File: config.mk
export PLATFORM = sky130hd
export DESIGN_NAME = level_ballistics_peak_hold
export DESIGN_NICKNAME = d
export VERILOG_FILES = /design/src/lbph_pkg.sv /design/src/lbph_csr.sv /design/src/lbph_core.sv /design/src/level_ballistics_peak_hold.sv
export SDC_FILE = /design/constraint.sdc
export NUM_CORES = 1
export LEC_CHECK = 0
export ABC_CLOCK_PERIOD_IN_PS = 19900
export BUFFER_PORTS_ARGS = -buffer_cell sky130_fd_sc_hd__buf_2
export CORE_UTILIZATION = 50
export CTS_BUF_LIST = sky130_fd_sc_hd__clkbuf_8
export CTS_CLUSTER_SIZE = 24
export DETAILED_ROUTE_END_ITERATION = 10
export HOLD_SLACK_MARGIN = 0.05
export PLACE_DENSITY = 0.67
export SLEW_MARGIN = 10
export SYNTH_ARGS = -nofsm -noshare
export SYNTH_HDL_FRONTEND = slang
export SYNTH_HIERARCHICAL = 1
export SYNTH_SLANG_ARGS = --single-unit
File: constraint.sdc
create_clock -name clock -period 19.9 [get_ports clock]
set_input_delay 3.98 -clock clock [delete_from_list [all_inputs] [get_ports clock]]
set_output_delay 3.98 -clock clock [all_outputs]
set_load 0.03 [all_outputs]
File: src/lbph_pkg.sv
`default_nettype none

package lbph_pkg;

   localparam int LEVEL_W   = 16;
   localparam int IN_W      = 17;
   localparam int COEFF_W   = 16;
   localparam int HOLD_W    = 8;
   localparam int CSR_IDX_W = 2;
   localparam int CSR_DAT_W = 16;

   localparam logic [LEVEL_W-1:0] LEVEL_MAX = 16'hFFFF;

   localparam logic [COEFF_W-1:0] ATTACK_RESET  = 16'd3540;
   localparam logic [COEFF_W-1:0] RELEASE_RESET = 16'd640;
   localparam logic [HOLD_W-1:0]  HOLD_RESET    = 8'd120;

   localparam logic [CSR_IDX_W-1:0] CSR_ATTACK  = 2'd0;
   localparam logic [CSR_IDX_W-1:0] CSR_RELEASE = 2'd1;
   localparam logic [CSR_IDX_W-1:0] CSR_HOLD    = 2'd2;

   typedef struct packed {
      logic [COEFF_W-1:0] attack_coeff;
      logic [COEFF_W-1:0] release_coeff;
      logic [HOLD_W-1:0]  hold_frames;
   } cfg_type;

   typedef struct packed {
      logic [LEVEL_W-1:0] level;
      logic [LEVEL_W-1:0] peak;
      logic               holding;
   } result_type;

endpackage

`default_nettype wire

File: src/lbph_csr.sv
`default_nettype none

module lbph_csr (
   input  wire                             clock,
   input  wire                             reset,
   input  wire                             csr_valid,
   output logic                            csr_ready,
   input  wire  [lbph_pkg::CSR_IDX_W-1:0]  csr_index,
   input  wire  [lbph_pkg::CSR_DAT_W-1:0]  csr_wdata,
   output lbph_pkg::cfg_type               cfg
);
   import lbph_pkg::*;

   cfg_type cfg_ff;
   cfg_type cfg_in;

   assign csr_ready = 1'b1;
   assign cfg       = cfg_ff;

   always_comb begin
      cfg_in = cfg_ff;
      if (csr_valid) begin
         case (csr_index)
            CSR_ATTACK:  cfg_in.attack_coeff  = csr_wdata;
            CSR_RELEASE: cfg_in.release_coeff = csr_wdata;
            CSR_HOLD:    cfg_in.hold_frames   = csr_wdata[HOLD_W-1:0];
            default:     cfg_in = cfg_ff;
         endcase
      end
   end

   always_ff @(posedge clock) begin
      if (reset) begin
         cfg_ff.attack_coeff  <= ATTACK_RESET;
         cfg_ff.release_coeff <= RELEASE_RESET;
         cfg_ff.hold_frames   <= HOLD_RESET;
      end else begin
         cfg_ff <= cfg_in;
      end
   end

endmodule

`default_nettype wire

File: src/lbph_core.sv
`default_nettype none

module lbph_core (
   input  wire                           clock,
   input  wire                           reset,
   input  wire                           advance,
   input  wire  [lbph_pkg::LEVEL_W-1:0]  target,
   input  lbph_pkg::cfg_type             cfg,
   output lbph_pkg::result_type          result
);
   import lbph_pkg::*;

   logic [LEVEL_W-1:0]       level_ff, level_in;
   logic [LEVEL_W-1:0]       peak_ff, peak_in;
   logic [HOLD_W-1:0]        hold_ff, hold_in;
   logic                     rising;
   logic [LEVEL_W-1:0]       diff;
   logic [COEFF_W-1:0]       coeff;
   logic [LEVEL_W+COEFF_W-1:0] prod;
   logic [LEVEL_W-1:0]       step;
   logic [COEFF_W-3:0]       decay;
   logic [HOLD_W-1:0]        hold_dec;

   always_comb begin
      rising = target > level_ff;
      if (rising) begin
         diff  = target - level_ff;
         coeff = cfg.attack_coeff;
      end else begin
         diff  = level_ff - target;
         coeff = cfg.release_coeff;
      end
      prod = diff * coeff;
      // A fall rounds the step up so the level still floors toward the target.
      if (rising) begin
         step     = prod[LEVEL_W+COEFF_W-1:COEFF_W];
         level_in = level_ff + step;
      end else begin
         step     = prod[LEVEL_W+COEFF_W-1:COEFF_W]
                    + {{(LEVEL_W-1){1'b0}}, |prod[COEFF_W-1:0]};
         level_in = level_ff - step;
      end

      decay    = cfg.release_coeff[COEFF_W-1:2];
      hold_dec = (hold_ff != '0) ? hold_ff - 1'b1 : '0;
      if (level_in >= peak_ff) begin
         peak_in = level_in;
         hold_in = cfg.hold_frames;
      end else begin
         hold_in = hold_dec;
         peak_in = peak_ff;
         if (hold_dec == '0) begin
            peak_in = (peak_ff > {2'b00, decay}) ? peak_ff - {2'b00, decay} : '0;
         end
      end
   end

   assign result.level   = level_in;
   assign result.peak    = peak_in;
   assign result.holding = hold_in != '0;

   always_ff @(posedge clock) begin
      if (reset) begin
         level_ff <= '0;
         peak_ff  <= '0;
         hold_ff  <= '0;
      end else if (advance) begin
         level_ff <= level_in;
         peak_ff  <= peak_in;
         hold_ff  <= hold_in;
      end
   end

endmodule

`default_nettype wire

File: src/level_ballistics_peak_hold.sv
// Level meter ballistics with peak hold, one request per display frame.
// Request channel (req_): one linear level per frame, 1.0 = 32768; values at
// or above 2.0 are clamped to 65535. Response channel (rsp_): the smoothed
// level, the held peak and a flag that is high while the peak is held.
// Configuration (csr_): index 0 attack coefficient, 1 release coefficient,
// 2 hold frames; other indexes are ignored. Write only while the block is
// idle. csr_ready is always high.
// The request is registered at acceptance, and the core then computes the new
// state and loads the response register. One request per cycle is sustained
// while the response is not stalled; the ballistics and peak update with its
// single multiplier runs combinationally as the state feedback loop.
// When the receiver stalls, the response register holds and one more request
// waits in the input register; req_ready then drops until rsp_ready returns.
// Reset clears the level, peak and hold timer to zero, restores the register
// defaults and empties both stages.
`default_nettype none

module level_ballistics_peak_hold (
   input  wire                             clock,
   input  wire                             reset,
   input  wire                             req_valid,
   output logic                            req_ready,
   input  wire  [lbph_pkg::IN_W-1:0]       req_level_in,
   output logic                            rsp_valid,
   input  wire                             rsp_ready,
   output logic [lbph_pkg::LEVEL_W-1:0]    rsp_level_out,
   output logic [lbph_pkg::LEVEL_W-1:0]    rsp_peak_out,
   output logic                            rsp_peak_holding,
   input  wire                             csr_valid,
   output logic                            csr_ready,
   input  wire  [lbph_pkg::CSR_IDX_W-1:0]  csr_index,
   input  wire  [lbph_pkg::CSR_DAT_W-1:0]  csr_wdata
);
   import lbph_pkg::*;

   cfg_type            cfg;
   result_type         result;
   result_type         rsp_ff;
   logic               in_valid_ff, in_valid_in;
   logic               rsp_valid_ff, rsp_valid_in;
   logic [LEVEL_W-1:0] target_ff;
   logic               out_free;
   logic               advance;
   logic               accept;

   lbph_csr u_csr (
      .clock     (clock),
      .reset     (reset),
      .csr_valid (csr_valid),
      .csr_ready (csr_ready),
      .csr_index (csr_index),
      .csr_wdata (csr_wdata),
      .cfg       (cfg)
   );

   lbph_core u_core (
      .clock   (clock),
      .reset   (reset),
      .advance (advance),
      .target  (target_ff),
      .cfg     (cfg),
      .result  (result)
   );

   assign out_free  = !rsp_valid_ff || rsp_ready;
   assign advance   = in_valid_ff && out_free;
   assign req_ready = !in_valid_ff || out_free;
   assign accept    = req_valid && req_ready;

   assign in_valid_in  = accept || (in_valid_ff && !out_free);
   assign rsp_valid_in = advance || (rsp_valid_ff && !rsp_ready);

   always_ff @(posedge clock) begin
      if (reset) begin
         in_valid_ff  <= 1'b0;
         rsp_valid_ff <= 1'b0;
      end else begin
         in_valid_ff  <= in_valid_in;
         rsp_valid_ff <= rsp_valid_in;
      end
   end

   always_ff @(posedge clock) begin
      if (accept) begin
         target_ff <= req_level_in[IN_W-1] ? LEVEL_MAX : req_level_in[LEVEL_W-1:0];
      end
      if (advance) begin
         rsp_ff <= result;
      end
   end

   assign rsp_valid        = rsp_valid_ff;
   assign rsp_level_out    = rsp_ff.level;
   assign rsp_peak_out     = rsp_ff.peak;
   assign rsp_peak_holding = rsp_ff.holding;

endmodule

`default_nettype wire
==> impl_metrics.csv <==
group,metric,value,unit
outcome,status,"finished, final reports clean",
floorplanning,placementRows,69,
sta,clock_skew,0.0147,ns
setup_path,cpMaxStageDelayCell,"sky130_fd_sc_hd__xor2_1",
sta,finalSetupTns,0,ns
clock_tree,cts.repair_timing.setup_buffer_count,0,
flow_run,drv.max_cap_violation_count,0,
worst_hold_path,holdCritPathClass,"reg -> reg",
setup_path,timing.setup.critical_path_class,"reg -> reg",
sta,min_period_over_period,75.2,%
setup_path,critPathArrivalTime,15.32,ns
floorplanning,fp.dieArea,37500,um2
yosys,synth-main-ff-cell,"sky130_fd_sc_hd__dfxtp_1",
sta,slew_headroom,12.2,%
clock_tree,clk_pin_slew_worst_setup_hold_paths,0.08,ns
setup_path,peak_per_stage_delay_on_the_critical_path,0.97,ns
setup_path,crit_path_end_kind,"register",
setup_path,r2r_cells,46,
worst_hold_path,hold_path_cells,2,
sta,timing.fmax,0.0668,GHz
yosys,ys_warn_count,6,
final_layout,area.sequential,3110,um2
clock_tree,insertion_delay,0.46,ns
final_layout,layout.filler_cells,3331,
final_layout,area_growth,6.37,%
grt,use_met3,5.98,%
yosys,synthDominantCellAreaShare,21.8,%
grt,grt_overflow_total,0,
sta,setup_viol_count_final,0,
floorplanning,die_height,194,um
grt,grt_first_pass_wirelength,82500,um
route,via_count,15140,
clock_tree,postCtsHoldBufs,0,
route,drc_errors,0,
clock_tree,clock_sinks,131,
sta,report.final.hold_viol_count,0,
clock_tree,cts_max_level,4,
setup_path,worstSetupStartpoint,"target_ff[9]$_SDFFCE_PP1P_",
setup_path,critPathMaxFanout,32,
final_layout,post_route_cells_drive_above_1_share,7.59,%
grt,grt_util_met1,37.7,%
yosys,synth_enable_flop_cells,49,
setup_path,r2r_setup_slack,4.94,ns
placed_design,dp_cells,2604,
route,dr.first_iter.drc_count,1278,
sta,min_period,14.96,ns
yosys,asyncSetResetFlopFracSynth,0,%
floorplanning,die-width,194,um
setup_path,crit-reg2reg-launch,"target_ff[9]$_SDFFCE_PP1P_",
setup_path,crit-reg2reg-capture,"u_core/peak_ff[9]$_SDFFE_PP0P_",
grt,grt_use_total,28.2,%
final_layout,multi_input_comb_area,13600,um2
yosys,synth_seq_cells,131,
yosys,cell_count_after_synthesis,2119,
grt,first_global_vias,15291,
floorplanning,num_io_pins,76,
clock_tree,cts_inserted_buffers,17,
setup_path,critPathCapture,"u_core/peak_ff[9]$_SDFFE_PP0P_",
yosys,yosys.cell_types.count,84,
yosys,synthDominantAreaCellType,"sky130_fd_sc_hd__fa_1",
clock_tree,ctsLongestPathBuffers,2,
setup_path,startpoint_type,"register",
route,wirelength,51600,um
yosys,syn_area_per_cell,8.67,um2
sta,rsz0062_at_grt,"false",
setup_path,critical_path.most_common_cell,"sky130_fd_sc_hd__fa_1",
grt,grt_use_met2,44.4,%
placed_design,numPortBuffers,74,
floorplanning,start_util,51.3,%
grt,grt_antenna_before_repair,3,
final_layout,final_net_count,2611,
grt,maximum_number_of_pins_on_one_net_before_global_route_repair,95,
clock_tree,cts.root.buffer_cell,"sky130_fd_sc_hd__clkbuf_8",
route,drt-vias-per-instance,5.74,
clock_tree,cts_repair_resized_insts,0,
placed_design,hpwl_after_dpl,41400,um
clock_tree,tritoncts_clock_tree,"done",
yosys,seq_area_frac_synth,17.0,%
route,ant_nets,0,
sta,timing_max_transition_violations_final,0,
final_layout,finalNonFillerCells,2639,
yosys,yosys-top-cells-area,"sky130_fd_sc_hd__fa_1 22%, sky130_fd_sc_hd__ha_1 14%, sky130_fd_sc_hd__dfxtp_1 8.9%",
grt,grt.busiest_layer,"met2",
setup_path,data_required_time_at_the_worst_endpoint,20.25,ns
yosys,synth_area,18400,um2
floorplanning,core_area,35800,um2
placed_design,finalWeightedCongestion,0.963,
route,drt_pass1_iterations,6,
sta,worst_slew_pin_slew,1.31,ns
route,route.detailed.wl_per_inst,19.6,um
yosys,synthesis.nets,2568,
cell families (layout without fill, tap and decap cells):
logic type      Yosys count  count (layout)  share of synthesized area [%]
flops                   131             131                           17.0
xor+xnor                 79              79                           3.89
compound gates          359             359                           13.2
buf+inv                 407             463                           8.82
other cells               1               4                         0.0204
fa+ha+maj               409             409                           36.0
simple gates            651             651                           16.6
mux                      82              82                           4.55
worst max-delay path: cells and delay by family, from the launching register on:
family / cells / cell delay [ns]
AOI/OAI and AO/OA: 17 / 5.25
adders and majority gates: 12 / 5.15
xor gates and xnor gates: 3 / 1.35
muxes: 3 / 1.31
and+or+nand+nor: 7 / 0.77
buffers and inverters: 4 / 0.59
DFF: 1 / 0.42
placed cells by master, fill, tap and decap left out, drive strengths merged, types with 6 or more instances in the layout:
| cell type | netlist | final |
|---|---|---|
| a211o | 9 | 9 |
| a211oi | 14 | 14 |
| a21boi | 6 | 6 |
| a21o | 55 | 55 |
| a21oi | 116 | 116 |
| a31oi | 13 | 13 |
| and2 | 22 | 22 |
| and3 | 10 | 10 |
| and4 | 6 | 6 |
| buf | 35 | 100 |
| clkbuf | 41 | 19 |
| clkinv | 0 | 6 |
| dfxtp | 82 | 82 |
| edfxtp | 49 | 49 |
| fa | 200 | 200 |
| ha | 209 | 209 |
| inv | 331 | 334 |
| mux2 | 12 | 12 |
| mux2i | 70 | 70 |
| nand2 | 205 | 205 |
| nand2b | 63 | 63 |
| nand3 | 24 | 24 |
| nand3b | 11 | 11 |
| nand4 | 12 | 12 |
| nor2 | 210 | 210 |
| nor2b | 14 | 14 |
| nor3 | 31 | 31 |
| nor4 | 8 | 8 |
| o211ai | 14 | 14 |
| o21a | 16 | 16 |
| o21ai | 45 | 45 |
| o21bai | 7 | 7 |
| o31ai | 9 | 9 |
| or2 | 17 | 17 |
| or3 | 6 | 6 |
| xnor2 | 57 | 57 |
| xor2 | 22 | 22 |
through the flow:
step	cell area, um2	hold slack, ns	setup WS [ns]	util [%]
floorplan	18400	0.428	7.70	-
global placement	19100	0.452	5.51	53.4
detailed placement	19100	0.457	5.19	53.4
CTS	19500	0.469	5.11	54.5
global route	19500	0.496	4.10	54.5
finish	19500	0.466	4.94	54.5
layout make-up:
cell class | instances | share of cell area [%]
flip-flops and latches | 131 | 15.9
clock inverters | 13 | 0.609
diodes | 3 | 0.0384
repair buffers | 100 | 2.90
well taps | 461 | 2.95
inverters | 331 | 6.36
multi-input cells | 1581 | 69.9
clock buffers | 19 | 1.34
cell usage after synthesis (all sizes together) (31+ instances only):
library cell    n
nor2          210
inv           331
clkbuf         41
fa            200
edfxtp         49
a21o           55
nor3           31
xnor2          57
dfxtp          82
buf            35
o21ai          45
nand2b         63
ha            209
nand2         205
mux2i          70
a21oi         116
registers in the layout (all words and copies together), names as in the netlist:
signal and count:
rsp_peak_holding 1, rsp_valid 1, u_core/level_ff 16, rsp_peak_out 16, u_core/hold_ff 8, u_csr/cfg 40
in_valid_ff 1, target_ff 16, rsp_level_out 16, u_core/peak_ff 16
worst min-delay path by stage:
stage,startpoint,to,slack (ns)
after floorplan,in_valid_ff$_SDFF_PP0_,rsp_valid$_SDFF_PP0_,0.43
after global placement,in_valid_ff$_SDFF_PP0_,rsp_valid$_SDFF_PP0_,0.45
after detailed placement,in_valid_ff$_SDFF_PP0_,rsp_valid$_SDFF_PP0_,0.46
after CTS,in_valid_ff$_SDFF_PP0_,rsp_valid$_SDFF_PP0_,0.47
after global routing,in_valid_ff$_SDFF_PP0_,rsp_valid$_SDFF_PP0_,0.50
final,in_valid_ff$_SDFF_PP0_,rsp_valid$_SDFF_PP0_,0.47
layer usage:
layer | part of all wire [%] | wire length (um)
met1 | 43 | 22000
met2 | 45 | 23400
met3 | 8.2 | 4220
met4 | 3.9 | 2020
met5 | 0.016 | 8
Power is left out: the tool's default activity adds up to more than one toggle a clock period on the data nets, which glitch-free logic cannot reach.
